File: config.mk
export PLATFORM = sky130hd
export DESIGN_NAME = fgotf_queue
export DESIGN_NICKNAME = d
export VERILOG_FILES = /design/src/sv/assert_macros.svh /design/src/sv/fgotf_pkg.sv /design/src/sv/fgotf_queue.sv
export SDC_FILE = /design/constraint.sdc
export NUM_CORES = 1
export LEC_CHECK = 0
export BUFFER_PORTS_ARGS = -buffer_cell sky130_fd_sc_hd__buf_4
export CAP_MARGIN = 20
export CORE_ASPECT_RATIO = 1.75
export CORE_UTILIZATION = 51
export DETAILED_ROUTE_END_ITERATION = 16
export PLACE_DENSITY_LB_ADDON = 0.12
export SETUP_SLACK_MARGIN = 0.3
export SYNTH_ARGS = -nofsm -noshare
export SYNTH_HDL_FRONTEND = slang
export SYNTH_SLANG_ARGS = --single-unit
File: constraint.sdc
create_clock -name aclk -period 2 [get_ports aclk]
set_clock_uncertainty 0.2 [all_clocks]
set_input_delay 0.2 -clock aclk [delete_from_list [all_inputs] [get_ports aclk]]
set_output_delay 0.2 -clock aclk [all_outputs]
set_load 0.02 [all_outputs]
File: src/sv/assert_macros.svh
// Assertion macros shared by the frame filter RTL.
// Clocked on aclk, disabled while aresetn is low.
`ifndef ASSERT_MACROS_SVH
`define ASSERT_MACROS_SVH
`ifndef NO_ASSERTIONS
`define FGOTF_ASSERT(label, prop) \
    label: assert property (@(posedge aclk) disable iff (!aresetn) prop) \
        else $error("frame filter check failed");
`define FGOTF_NEVER(label, expr) \
    label: assert property (@(posedge aclk) disable iff (!aresetn) !(expr)) \
        else $error("frame filter forbidden condition");
`else
`define FGOTF_ASSERT(label, prop)
`define FGOTF_NEVER(label, expr)
`endif
`endif

File: src/sv/fgotf_pkg.sv
// Package for the frame gain/offset temporal filter.
// Widths, register indexes, configuration type and saturation helper.
`timescale 1ns / 1ps
`default_nettype none
package fgotf_pkg;

    localparam int DEF_MAX_WIDTH  = 256;
    localparam int DEF_MAX_HEIGHT = 256;

    localparam int PIX_W    = 24;
    localparam int SIZE_W   = 9;
    localparam int GAIN_W   = 16;
    localparam int T_W      = 17;
    localparam int AMP_W    = 23;
    localparam int CFG_IDX_W  = 3;
    localparam int CFG_DATA_W = 24;
    localparam int SZW      = 13;

    localparam int DMAG_W   = PIX_W + 1;
    localparam int SUM_W    = DMAG_W + 1;
    localparam int TA_W     = T_W + AMP_W;
    localparam int LPROD_W  = T_W + 1 + PIX_W;
    localparam int PART_W   = TA_W / 2 + DMAG_W;
    localparam int EXT_W    = 50;
    localparam int QB       = 25;
    localparam int REM_W    = SUM_W + 1;
    localparam int Q_DEPTH  = 4;

    localparam logic [T_W-1:0] T_ONE = 17'h10000;

    typedef enum logic [CFG_IDX_W-1:0] {
        REG_FRAME_WIDTH  = 3'd0,
        REG_FRAME_HEIGHT = 3'd1,
        REG_GAIN         = 3'd2,
        REG_OFFSET       = 3'd3,
        REG_TIME_CONST   = 3'd4,
        REG_AMPLITUDE    = 3'd5,
        REG_OVERWRITE    = 3'd6
    } cfg_reg_t;

    typedef struct packed {
        logic [SIZE_W-1:0] frame_width;
        logic [SIZE_W-1:0] frame_height;
        logic [GAIN_W-1:0] gain;
        logic [PIX_W-1:0]  offset;
        logic [T_W-1:0]    time_constant;
        logic [AMP_W-1:0]  nonlinear_amplitude;
        logic              overwrite_mode;
    } cfg_t;

    function automatic int bits_min1(input int n);
        return (n > 1) ? $clog2(n) : 1;
    endfunction

    function automatic logic [PIX_W-1:0] sat_pix(input logic signed [EXT_W-1:0] v);
        logic signed [EXT_W-1:0] hi;
        logic signed [EXT_W-1:0] lo;
        hi = EXT_W'(signed'(24'sh7fffff));
        lo = EXT_W'(signed'(24'sh800000));
        if (v > hi) return hi[PIX_W-1:0];
        if (v < lo) return lo[PIX_W-1:0];
        return v[PIX_W-1:0];
    endfunction

endpackage
`default_nettype wire

File: src/sv/fgotf_queue.sv
// Short FIFO between front end and update pipeline.
// Depends on fgotf_pkg for its depth.
`timescale 1ns / 1ps
`default_nettype none
module fgotf_queue import fgotf_pkg::*; #(
    parameter int DW = 41
) (
    input  wire logic          aclk,
    input  wire logic          aresetn,
    input  wire logic          push,
    input  wire logic [DW-1:0] push_data,
    input  wire logic          pop,
    output logic               full,
    output logic               not_empty,
    output logic      [DW-1:0] head
);
    localparam int PW = $clog2(Q_DEPTH);

    logic [DW-1:0] slot_reg [Q_DEPTH];
    logic [PW-1:0] wr_reg, rd_reg;
    logic [PW:0]   cnt_reg, cnt_next;

    assign full      = (cnt_reg == (PW + 1)'(Q_DEPTH));
    assign not_empty = (cnt_reg != '0);
    assign head      = slot_reg[rd_reg];

    always_comb begin
        cnt_next = cnt_reg;
        if (push && !pop) cnt_next = cnt_reg + 1'b1;
        if (!push && pop) cnt_next = cnt_reg - 1'b1;
    end

    always_ff @(posedge aclk) begin
        if (!aresetn) begin
            wr_reg  <= '0;
            rd_reg  <= '0;
            cnt_reg <= '0;
        end else begin
            cnt_reg <= cnt_next;
            if (push) wr_reg <= wr_reg + 1'b1;
            if (pop)  rd_reg <= rd_reg + 1'b1;
        end
    end

    always_ff @(posedge aclk) begin
        if (push) begin
            slot_reg[wr_reg] <= push_data;
        end
    end
endmodule
`default_nettype wire

## Word level (Yosys, flattened, before mapping)

Memory sizes are Yosys's and may differ from the RTL's. A register that Yosys moved wholly into a read port is not among the register bits.
Cells that the tools add are included.

| storage, ports and cells | value |
|---|---|
| bits of input ports | 45 |
| memories kept | 1 |
| register bits | 7 |
| bits in writable memories | 164 |
| word-level logic and storage cells | 21 |
| output and inout port bits | 43 |

| cells by class | value |
|---|---|
| reduce and logical (&&, ||, !) cells | 6 |
| multiplexer cells | 6 |
| equality and inequality tests | 1 |
| add/sub/neg operators | 4 |

Memories:

| memory | depth | width | rd ports | clocked after Yosys merged registers in | wr ports | line | source |
|---|---|---|---|---|---|---|---|
| slot_reg | 4 | 41 | 1 | 1 | 1 | fgotf_queue.sv:19 | `logic [DW-1:0] slot_reg [Q_DEPTH];` |

Operator list:

| kind | count |
|---|---|
| $mux W3 | 2 |
| $add A2 B1 Y2 const B | 2 |
| $mux W2 | 2 |
| $add A3 B1 Y3 const B | 1 |
| $eq A3 B3 Y1 const B | 1 |
| $reduce_bool A3 Y1 | 1 |
| $sub A3 B1 Y3 const B | 1 |
| $logic_and A1 B1 Y1 | 2 |
| $logic_not A1 Y1 | 2 |
| $mux W1 | 2 |
| $reduce_bool A2 Y1 | 1 |

## Depth between registers and ports, before layout

| logic depth | value |
|---|---|
| word-level depth | 4 |
| depth in mapped cells | 7 |
| gate-level depth less buffers | 7 |

## Worst setup path before layout

Ideal clock, no wire load.

| timing | value |
|---|---|
| path kind | flip-flop to flip-flop |
| start | register wr_reg[0] |
| end | memory slot_reg[2][0] (enable) |
| buffers on the path | 0 |
| cell stages (with the launch flop) | 4 |
| arrival | 1.531 ns |
| period minus slack after synthesis | 2.134 ns |
| slack | -0.134 ns |
| setup time | 0.402 ns |
| path through | dfxtp_1 > inv_1 > ha_1 > and2_1 |

RTL lines:

| what | line | source |
|---|---|---|
| start: declaration | fgotf_queue.sv:20 | `logic [PW-1:0] wr_reg, rd_reg;` |
| start signal: assignment | fgotf_queue.sv:40 | `if (push) wr_reg <= wr_reg + 1'b1;` |
| end: declaration | fgotf_queue.sv:19 |  |

Straight into the memory's write port.

==> flow_summary.toml <==
[status]
status = "finished, violations left"
violations = "negative setup slack"

[global_routing]
grt_start_max_net_pins = 42
gr-usage-met1_pct = 23.8
use_met2_pct = 32.2
track_usage_pct = 19.0
globalRoute.totalOverflow = 0
grt_pass1_wl_um = 17700
top_usage_layer = "met2"
grt_use_met3_pct = 4.39
grt_pass1_vias = 3358
antenna_found_initial = 0

[drt]
dr_total_vias = 3119
dr.pass1.iters = 4
wirelength_um = 11200
drt_iter0_drc = 202
drc_errors = 0
avgRoutedWirePerCell_um = 18.7
route.antenna.remaining_nets = 0
avgViaCountPerCell = 5.21

[sta]
hold_viol_final = 0
maxSlewViolCount = 0
fmax_mhz = 471
min_period_over_period_pct = 106
slew_headroom_pct = 81.2
final.min_clock_period_ns = 2.12
tns_ns = -3.75
tightest_slew_ns = 0.283
whs_ns = 0.117
setup_viol = 41
rsz0062_at_grt = "true"
worst_slack_ns = -0.124

[die]
die_y_um = 150
io_pins = 88
start_util_pct = 52.9
rows = 53
die_w_um = 86.8
dieArea_um2 = 13100
core_um2 = 12100

[critical_path]
critical_path_class = "flip-flop to output pin"
required_ns = 1.60
startpoint_type = "flip-flop"
critPathMaxFanout = 5
crit_path_end_kind = "output pin"
crit_arrival_ns = 1.72

[finish]
largest_reg_flops = 164
antenna_cells = 0
nets = 473
final_cell_mix = "edfxtp_1, buf_4, dlygate4sd3_1"
layout_commonest_cell = "edfxtp_1"
syn_to_final_growth_pct = 35.4
layout-drive-gt1-share_pct = 43.5

[placement]
io_buffers = 87
dp_hpwl_um = 6190
gp_congestion = 0.640

[synth]
syn-num-nets = 312
syn_avg_cell_area_um2 = 24.6
synth_warnings = 0
ys_ff_latch = 173
synth.distinct_cells = 21
synth_area_um2 = 6420
synth_area_leaders = "edfxtp_1, mux4_2, dfxtp_1"
synth_top_area_share_pct = 76.7
yosysTopAreaCell = "edfxtp_1"
synth_cells = 261
ys_seq_area_share_pct = 79.5

[clocking]
cts_tree = "done"
clock_tree.root_cell = "clkbuf_16"
clk_path_buf_depth = 2
numCtsBuffers = 17
clk_pin_slew_worst_paths_ns = 0.06
htreeDepth = 4
clk-insertion-delay-late_ns = 0.42
clock-sinks = 173

[run]
drv_cap = 0

[hold_path]
min_path_type = "primary input to flip-flop"

[pwr]
p_leak_uw = 0.00304
powerDensity_nw_per_um2 = 1000
peakVddDrop_v = 0.000714
## worst max-delay path, stage by stage (launching register included)
cell and delay [ns]:
dfxtp_4 0.40, buf_12 0.13, buf_16 0.13, mux4_2 0.50, buf_6 0.15
## worst paths after layout
| path | from | to | slack [ns] | cells past startpoint |
|---|---|---|---|---|
| setup / recovery | flip-flop | head[10] | -0.12 | 4 |
| hold reg to reg | cnt_reg[2]$_SDFFE_PN0P_ | cnt_reg[2]$_SDFFE_PN0P_ | 0.32 | 2 |
| hold / removal | pop | cnt_reg[2]$_SDFFE_PN0P_ | 0.12 | 4 |
| setup reg to reg | cnt_reg[1]$_SDFFE_PN0P_ | cnt_reg[2]$_SDFFE_PN0P_ | 0.35 | 5 |
## metal layers
layer  share of wire, %  vias to the layer above
li1                   -                     1410
met1                 41                     1617
met2                 54                       79
met3                3.2                       13
met4                1.4                        0
met5                  0                        -
## where the power goes
| group | total [uW] | internal [uW] | switching, uW |
|---|---|---|---|
| logic | 1250 | 684 | 568 |
| clock network | 3270 | 1960 | 1310 |
| registers | 4210 | 4150 | 55.1 |
## cell usage after synthesis
master    number
edfxtp_1     164
mux4_2        40
and2_1        10
dfxtp_1        9
inv_1          6
ha_1           5
buf_12         4
buf_2          4
xor2_1         3
nand2_1        2
o21ai_0        2
or3_1          2
xnor2_1        2
a21boi_0       1
and3_1         1
buf_1          1
buf_6          1
fa_1           1
mux2i_1        1
mux4_1         1
nor2b_1        1
## cells by family (layout without fill, tap and decap cells)
logic type	after synthesis	after routing	share of synthesized area, %
muxes	42	42	14.6
xor gates and xnor gates	5	5	0.682
AOI/OAI and AO/OA	3	3	0.273
buffers and inverters	16	189	2.14
DFF	173	173	79.5
adders and majority gates	6	6	1.29
and+or+nand+nor	16	16	1.48
## layout make-up
| cell class | instances | area, um2 |
|---|---|---|
| flip-flops and latches | 173 | 5110 |
| fillers | 773 | 3440 |
| repair buffers | 152 | 1570 |
| multi-input cells | 72 | 1180 |
| clock buffers | 17 | 425 |
| well taps | 165 | 206 |
| clock inverters | 14 | 171 |
| inverters | 6 | 22.5 |
## metrics by stage
step / area, um2 / std cells / power, uW / worst slack, ns / utilization [%]
2_1_floorplan: 6420 / 261 / 4870 / 0.301 / -
3_3_place_gp: 7310 / 513 / 5260 / 0.145 / 60.2
3_5_place_dp: 7310 / 513 / 5290 / 0.0857 / 60.2
4_1_cts: 8640 / 597 / 8780 / -0.168 / 71.2
5_1_grt: 8690 / 599 / 9020 / -0.188 / 71.6
6_report: 8690 / 599 / 8730 / -0.124 / 71.6
## repair_timing
item	4_1_cts	5_1_grt
gates resized for setup	46	10
pin swaps	0	1
setup endpoints to repair	42	93
setup buffers	4	2
cloned	3	0
hold buffers	46	0
hold endpoints to repair	173	0
No activity file was read; power rests on OpenSTA's default activity.
