## src/sv/assert_macros.svh

```systemverilog
// Assertion macros shared by the frame filter RTL.
// Clocked on aclk, disabled while aresetn is low.
`ifndef ASSERT_MACROS_SVH
`define ASSERT_MACROS_SVH
`ifndef NO_ASSERTIONS
`define FGOTF_ASSERT(label, prop) \
    label: assert property (@(posedge aclk) disable iff (!aresetn) prop) \
        else $error("frame filter check failed");
`define FGOTF_NEVER(label, expr) \
    label: assert property (@(posedge aclk) disable iff (!aresetn) !(expr)) \
        else $error("frame filter forbidden condition");
`else
`define FGOTF_ASSERT(label, prop)
`define FGOTF_NEVER(label, expr)
`endif
`endif

```

## src/sv/fgotf_pkg.sv

```systemverilog
// Package for the frame gain/offset temporal filter.
// Widths, register indexes, configuration type and saturation helper.
`timescale 1ns / 1ps
`default_nettype none
package fgotf_pkg;

    localparam int DEF_MAX_WIDTH  = 256;
    localparam int DEF_MAX_HEIGHT = 256;

    localparam int PIX_W    = 24;
    localparam int SIZE_W   = 9;
    localparam int GAIN_W   = 16;
    localparam int T_W      = 17;
    localparam int AMP_W    = 23;
    localparam int CFG_IDX_W  = 3;
    localparam int CFG_DATA_W = 24;
    localparam int SZW      = 13;

    localparam int DMAG_W   = PIX_W + 1;
    localparam int SUM_W    = DMAG_W + 1;
    localparam int TA_W     = T_W + AMP_W;
    localparam int LPROD_W  = T_W + 1 + PIX_W;
    localparam int PART_W   = TA_W / 2 + DMAG_W;
    localparam int EXT_W    = 50;
    localparam int QB       = 25;
    localparam int REM_W    = SUM_W + 1;
    localparam int Q_DEPTH  = 4;

    localparam logic [T_W-1:0] T_ONE = 17'h10000;

    typedef enum logic [CFG_IDX_W-1:0] {
        REG_FRAME_WIDTH  = 3'd0,
        REG_FRAME_HEIGHT = 3'd1,
        REG_GAIN         = 3'd2,
        REG_OFFSET       = 3'd3,
        REG_TIME_CONST   = 3'd4,
        REG_AMPLITUDE    = 3'd5,
        REG_OVERWRITE    = 3'd6
    } cfg_reg_t;

    typedef struct packed {
        logic [SIZE_W-1:0] frame_width;
        logic [SIZE_W-1:0] frame_height;
        logic [GAIN_W-1:0] gain;
        logic [PIX_W-1:0]  offset;
        logic [T_W-1:0]    time_constant;
        logic [AMP_W-1:0]  nonlinear_amplitude;
        logic              overwrite_mode;
    } cfg_t;

    function automatic int bits_min1(input int n);
        return (n > 1) ? $clog2(n) : 1;
    endfunction

    function automatic logic [PIX_W-1:0] sat_pix(input logic signed [EXT_W-1:0] v);
        logic signed [EXT_W-1:0] hi;
        logic signed [EXT_W-1:0] lo;
        hi = EXT_W'(signed'(24'sh7fffff));
        lo = EXT_W'(signed'(24'sh800000));
        if (v > hi) return hi[PIX_W-1:0];
        if (v < lo) return lo[PIX_W-1:0];
        return v[PIX_W-1:0];
    endfunction

endpackage
`default_nettype wire

```

## src/sv/fgotf_front.sv

```systemverilog
// Front end: accepts pixels, tracks raster position, applies gain and offset.
// Depends on fgotf_pkg; feeds the item queue.
`timescale 1ns / 1ps
`default_nettype none
module fgotf_front import fgotf_pkg::*; #(
    parameter int MAX_WIDTH  = DEF_MAX_WIDTH,
    parameter int MAX_HEIGHT = DEF_MAX_HEIGHT,
    parameter int AW         = bits_min1(MAX_WIDTH * MAX_HEIGHT),
    parameter int DW         = AW + 1 + PIX_W
) (
    input  wire logic             aclk,
    input  wire logic             aresetn,
    input  wire cfg_t             cfg,
    input  wire logic             s_valid,
    output logic                  s_ready,
    input  wire logic [PIX_W-1:0] s_pixel_in,
    output logic                  push,
    output logic      [DW-1:0]    push_data,
    input  wire logic             q_full
);
    localparam int CW = bits_min1(MAX_WIDTH);
    localparam int RW = bits_min1(MAX_HEIGHT);
    localparam int PROD_W = GAIN_W + 1 + PIX_W;

    logic [CW-1:0] col_reg, col_next;
    logic [RW-1:0] row_reg, row_next;
    logic          last_next;

    logic              f1_valid_reg;
    logic [PIX_W-1:0]  f1_px_reg;
    logic [AW-1:0]     f1_addr_reg;
    logic              f1_last_reg;

    logic              f2_valid_reg;
    logic [PROD_W-1:0] f2_prod_reg;
    logic [AW-1:0]     f2_addr_reg;
    logic              f2_last_reg;

    logic              fen;
    logic              accept;
    logic [SZW-1:0]    fw_ext, fh_ext, wcl, hcl;
    logic [AW-1:0]     addr_cur;
    logic signed [PROD_W-1:0]  prod_c;
    logic signed [PROD_W:0]    rnd_c;
    logic signed [EXT_W-1:0]   sum_c;

    assign fen     = !f2_valid_reg || !q_full;
    assign s_ready = fen;
    assign accept  = s_valid && fen;

    always_comb begin
        fw_ext = SZW'(cfg.frame_width);
        fh_ext = SZW'(cfg.frame_height);
        wcl = (fw_ext == '0) ? SZW'(1) :
              ((fw_ext > SZW'(MAX_WIDTH)) ? SZW'(MAX_WIDTH) : fw_ext);
        hcl = (fh_ext == '0) ? SZW'(1) :
              ((fh_ext > SZW'(MAX_HEIGHT)) ? SZW'(MAX_HEIGHT) : fh_ext);
        col_next  = col_reg;
        row_next  = row_reg;
        last_next = 1'b0;
        if ((SZW'(col_reg) + SZW'(1)) >= wcl) begin
            col_next = '0;
            if ((SZW'(row_reg) + SZW'(1)) >= hcl) begin
                row_next  = '0;
                last_next = 1'b1;
            end else begin
                row_next = RW'(SZW'(row_reg) + SZW'(1));
            end
        end else begin
            col_next = CW'(SZW'(col_reg) + SZW'(1));
        end
        addr_cur = AW'(32'(row_reg) * 32'(MAX_WIDTH) + 32'(col_reg));
    end

    always_ff @(posedge aclk) begin
        if (!aresetn) begin
            col_reg      <= '0;
            row_reg      <= '0;
            f1_valid_reg <= 1'b0;
            f2_valid_reg <= 1'b0;
        end else begin
            if (accept) begin
                col_reg <= col_next;
                row_reg <= row_next;
            end
            if (fen) begin
                f1_valid_reg <= accept;
                f2_valid_reg <= f1_valid_reg;
            end
        end
    end

    assign prod_c = $signed({1'b0, cfg.gain}) * $signed(f1_px_reg);

    always_ff @(posedge aclk) begin
        if (fen) begin
            f1_px_reg   <= s_pixel_in;
            f1_addr_reg <= addr_cur;
            f1_last_reg <= last_next;
            f2_prod_reg <= prod_c;
            f2_addr_reg <= f1_addr_reg;
            f2_last_reg <= f1_last_reg;
        end
    end

    always_comb begin
        rnd_c = (PROD_W + 1)'($signed(f2_prod_reg)) + (PROD_W + 1)'(2048);
        sum_c = EXT_W'(rnd_c >>> 12) + EXT_W'($signed(cfg.offset));
    end

    assign push      = f2_valid_reg && !q_full;
    assign push_data = {f2_addr_reg, f2_last_reg, sat_pix(sum_c)};
endmodule
`default_nettype wire

```

## config.mk

```make
export PLATFORM = sky130hd
export DESIGN_NAME = fgotf_front
export DESIGN_NICKNAME = d
export VERILOG_FILES = /design/src/sv/assert_macros.svh /design/src/sv/fgotf_pkg.sv /design/src/sv/fgotf_front.sv
export SDC_FILE = /design/constraint.sdc
export NUM_CORES = 1
export LEC_CHECK = 0
export ABC_CLOCK_PERIOD_IN_PS = 11000
export BUFFER_PORTS_ARGS = -buffer_cell sky130_fd_sc_hd__buf_2
export CORE_MARGIN = 10
export CORE_UTILIZATION = 40
export DETAILED_ROUTE_END_ITERATION = 10
export GPL_TIMING_DRIVEN = 0
export SYNTH_ARGS = -nofsm -noshare
export SYNTH_HDL_FRONTEND = slang
export SYNTH_SLANG_ARGS = --single-unit
```

## constraint.sdc

```tcl
create_clock -name aclk -period 11 [get_ports aclk]
set_clock_uncertainty 0.05 [all_clocks]
set_input_delay 1.1 -clock aclk [delete_from_list [all_inputs] [get_ports aclk]]
set_output_delay 1.1 -clock aclk [all_outputs]
set_load 0.03 [all_outputs]
```

Yosys cells after proc, flatten, opt, wreduce, memory -nomap -nowiden

Cells that the tools add are included.

Add/subtract/negate cells: 5
Multiply operators: 1
Divide/modulo/power cells: 0
Order comparisons: 6
Equal/unequal tests: 0
Shift operators: 0
Multiplexer cells: 14
Bitwise operators: 0
Reductions and logical operators: 8

Operator list:

| cell                   | number |
|---|---|
| $mux 24                | 4 |
| $add 41x13->42 const B | 1 |
| $mul 17x24->41         | 1 |
| $mux 9                 | 4 |
| $add 30x24->31         | 1 |
| $gt 31x24->1 const B   | 1 |
| $lt 31x24->1 const B   | 1 |
| $ge 13x9->1            | 2 |
| $add 8x1->9 const B    | 2 |
| $gt 9x9->1 const B     | 2 |
| $logic_not 9->1        | 2 |
| $add 16x8->16          | 1 |
| $mux 8                 | 2 |
| $mux 1                 | 4 |
| $logic_and 1x1->1      | 2 |
| $logic_not 1->1        | 2 |
| $reduce_and 2->1       | 1 |
| $logic_or 1x1->1       | 1 |

Register bits: 117
Bits in latches: 0
RAM bits: 0
Memory bits (read-only): 0
Logic and storage cells: 44
Memories kept: 0

Depth between registers and ports, before layout

Word-level depth: 7
Depth in mapped cells: 25

Least setup slack after synthesis

OpenSTA, ideal clock, no wires.

Path kind: input to register
Start: input cfg[78] (netlist bit)
End: register f2_prod_reg[33] (data pin)
Data arrival time: 7.060 ns
Required time: 10.692 ns
Path slack: 3.632 ns
Stages on the path: 23
Buffers on the path: 1
Cell sequence: clkbuf_1 > and2_1 > fa_1 > inv_1 > fa_1 > inv_1 > fa_1 > fa_1 > fa_1 > inv_1 > fa_1 > inv_1 > ha_1 > a21oi_1 > o21ai_0 > a2111oi_0 > o21ai_0 > o21ai_0 > a21boi_0 > o21a_1 > or2_2 > a21oi_1 > xnor2_1

Word-level cells in the longest chain between the ends: 1

RTL lines:

| element              | line               | source |
|---|---|---|
| start, declared      | fgotf_front.sv:13  | `input wire cfg_t cfg,` |
| $mul 17x24->41       | fgotf_front.sv:93  | `assign prod_c = $signed({1'b0, cfg.gain}) * $signed(f1_px_reg);` |
| net prod_c[33]       | fgotf_front.sv:43  | `logic signed [PROD_W-1:0] prod_c;` |
| end signal, assigned | fgotf_front.sv:100 | `f2_prod_reg <= prod_c;` |
| end, declared        | fgotf_front.sv:35  | `logic [PROD_W-1:0] f2_prod_reg;` |

The timed path passes the listed nets, and every way through them passes these cells.
A chain may end at the register's enable or synchronous reset.

Worst setup path after layout

Start: input cfg[75] (netlist bit)
End: register f2_prod_reg[33] (data pin)

Same word-level chain as after synthesis.

==> metrics.md <==
| Metric | Value |
|---|---|
| Core Util, Final | `approximately 44%` |
| Grt ovf | `0` |
| Total GRT Usage | `roughly 18%` |
| Vias in the first global route | `15300` |
| CP max stage cell | `a2111oi_0` |
| Measured slew at the worst slew-check pin | `1.14 ns` |
| EDFF count, synth | `88` |
| Levels on crit path | `23` |
| CP Buf/Inv Count | `5` |
| I/O Buffers | `128` |
| Status | `complete, no violations` |
| Hold Vio Cnt, Final | `0` |
| Vias/cell | `between 4 and 5` |
| H-tree depth | `3` |
| Fin crit period | `8.25 ns` |
| Synth Register Bits | `roughly 110` |
| Post-route cell area | `21500 µm²` |
| Most frequent CP cell | `fa_1` |
| RePlAce Congestion | `approximately 0.96` |
| Largest net degree at the start of global routing | `47` |
| WP data arrival | `roughly 8.3 ns` |
| Commonest non-fill, non-tap cell in the layout | `inv_1` |
| Post-DRT Antenna Nets | `0` |
| Area after DPL | `between 20000 and 25000 µm²` |
| Layout cells sized above 1 | `under 10%` |
| Starting density of the core | `40.3%` |
| R2r endpoint | `f2_prod_reg[33]$_DFFE_PN_` |
| CTS tree | `yes` |
| Worst min path class | `register to register` |
| Root Driver | `clkbuf_16` |
| Core Area | `slightly below 50000 µm²` |
| Initial antenna violation count | `24` |
| Worst setup path class | `input pin to register` |
| Setup Fix Bufs, Post-CTS | `0` |
| Setup violators final | `0` |
| Total CTS buffers | `9` |
| RSZ-0062 raised after global routing | `false` |
| GRT met2 Usage | `between 20% and 30%` |
| Die area | `58400 µm²` |
| Final wirelength | `about 50000 µm` |
| WL per Instance | `17.1 µm` |
| Initial DRC count | `about 700` |
| Syn Area/Cell | `9.38 µm²` |
| Grt peak-use layer | `met2` |
| Cell Rows | `roughly 80` |
| RR Startpoint | `f1_px_reg[15]$_DFFE_PN_` |
| Top delay family on crit path | `adder cells` |
| Clk slew on worst S/H paths | `0.09 ns` |
| Area Growth Syn to Fin | `9.40%` |
| Top achievable clock speed | `121 MHz` |
| Max Cap Viol | `0` |
| Rel. slew slack | `roughly 23%` |
| Nets@finish | `approximately 2900` |
| Top Ports | `170` |
| Met1 usage | `22.3%` |
| Critical Path, Cell by Cell | `buf_2, clkbuf_1, nand2_1, fa_1, inv_1, fa_1, fa_1, fa_1, fa_1, inv_1, fa_1, inv_1, ha_1, nand4_1, nor3_1, a2111oi_0, o21ai_0, o21ai_0, a21boi_0, o21a_1, or2_2, a21oi_1, xnor2_1` |
| Critical path's largest stage delay | `slightly below 0.8 ns` |
| Largest area contributor in the netlist | `fa_1` |
| PostCTS Resize Cnt | `0` |
| Sequential fraction of the synthesis area | `between 10% and 20%` |
| Max reg flops | `30` |
| Die Y | `around 240 µm` |
| Reg2reg path depth | `22` |
| Final Slew Violations | `0` |
| Startpoint Class | `input pin` |
| Mapped Nets | `2749` |
| Hold endpoint | `f2_addr_reg[7]$_DFFE_PN_` |
| WP data required | `between 10 and 15 ns` |
| Post-synth cell types | `57` |
| Die X | `~240 µm` |
| Area contributors post-synth | `fa_1 38%, edfxtp_1 13%, ha_1 9.5%` |
| Gate Count Post-Synth | `2096` |
| Main synth FF type | `edfxtp_1` |
| DRC viols | `0` |
| Setup TNS | `0 ns` |
| First-pass DRT Iterations | `5` |
| Via count | `roughly 14000` |
| CP Capture Type | `register` |
| Cell Area, Synth | `~20000 µm²` |
| Ys async rst share | `0%` |
| Number of buffers inserted by hold repair at cts | `0` |
| Clock Path Buffers | `2` |
| Period utilisation layout | `about three quarters` |
| WHS Path Cells | `0` |
| CP max FO | `10` |
| Top-area cell type share of the netlist area | `around two fifths` |
| # clock sinks | `~110` |
| Worst skew pair latency | `0.40 ns` |
| Reg2reg setup slack | `between 3 and 4 ns` |
| Commonest non-fill, non-tap cells in the layout | `472 x inv_1, 376 x fa_1, 294 x nand2_1, 151 x and2_1, 150 x ha_1` |
| First-pass GRT wire length | `82000 µm` |
| Post-DP HPWL | `approximately 43000 µm` |
| Min-delay src | `f1_addr_reg[7]$_DFFE_PN_` |
| Synth warn | `0` |
| M3 GR Usage | `under 10%` |
==> kinds of logic after synthesis <==
kind of cell    Yosys count  synth area share, %
simple gates            616                 15.2
buf+inv                 544                 10.5
compound gates          200                 6.55
xor+xnor                102                 4.54
mux                       2                0.102
flops                   106                 15.3
fa+ha+maj               526                 47.8
==> synth_stat cells (4+ instances only) <==
cell type,instances
inv_1,472
o21ai_1,24
nor2b_1,13
xnor2_1,59
nor3_1,15
nand2b_1,12
and2_1,151
nand2_1,295
ha_1,150
a21oi_1,56
nand3b_1,6
a21o_1,23
clkbuf_1,64
o211ai_1,4
o21a_1,12
nor2_1,39
fa_1,376
xor2_1,43
nand4_1,16
or2_2,4
o21bai_1,4
edfxtp_1,88
a211oi_1,5
dfxtp_1,18
o21ai_0,29
a21boi_0,13
a31oi_1,10
nand3_1,30
and3_1,25
==> area by class of cell <==
| type | count | area (µm²) |
|---|---|---|
| clock inverter | 7 | 93.8 |
| multi-input combinational | 1446 | 14600 |
| clock buffer | 9 | 225 |
| antenna | 9 | 22.5 |
| timing repair buffer | 129 | 668 |
| sequential | 106 | 3000 |
| tap | 664 | 831 |
| inverter | 474 | 1780 |
| fill | 4763 | 27200 |
| buffer | 70 | 284 |
==> per-stage QoR <==
stage	instances	hold slack [ns]	setup slack (ns)
floorplan	2096	0.350	3.63
global placement	2888	0.355	2.48
detailed placement	2889	0.356	2.38
CTS	2905	0.371	2.81
global route	2910	0.380	2.32
finish	2914	0.367	2.75
==> how the worst max path moves through the flow <==
stage,startpoint,endpoint
2_1_floorplan,cfg[78],f2_prod_reg[33]$_DFFE_PN_
5_1_grt,cfg[75],f2_prod_reg[33]$_DFFE_PN_
3_5_place_dp,cfg[75],f2_prod_reg[33]$_DFFE_PN_
6_report,cfg[75],f2_prod_reg[33]$_DFFE_PN_
4_1_cts,cfg[75],f2_prod_reg[33]$_DFFE_PN_
3_3_place_gp,cfg[75],f2_prod_reg[33]$_DFFE_PN_
==> metal layers <==
layer	up-vias	part of all wire, %	wire, µm
met5	-	0.34	170
met1	6919	43	21500
met2	405	45	22500
met4	28	2.5	1260
met3	84	9.0	4500
li1	6687	-	-
Power is not shown: default switching activity piles up to over one toggle a cycle in this logic, so the estimate is an artifact.
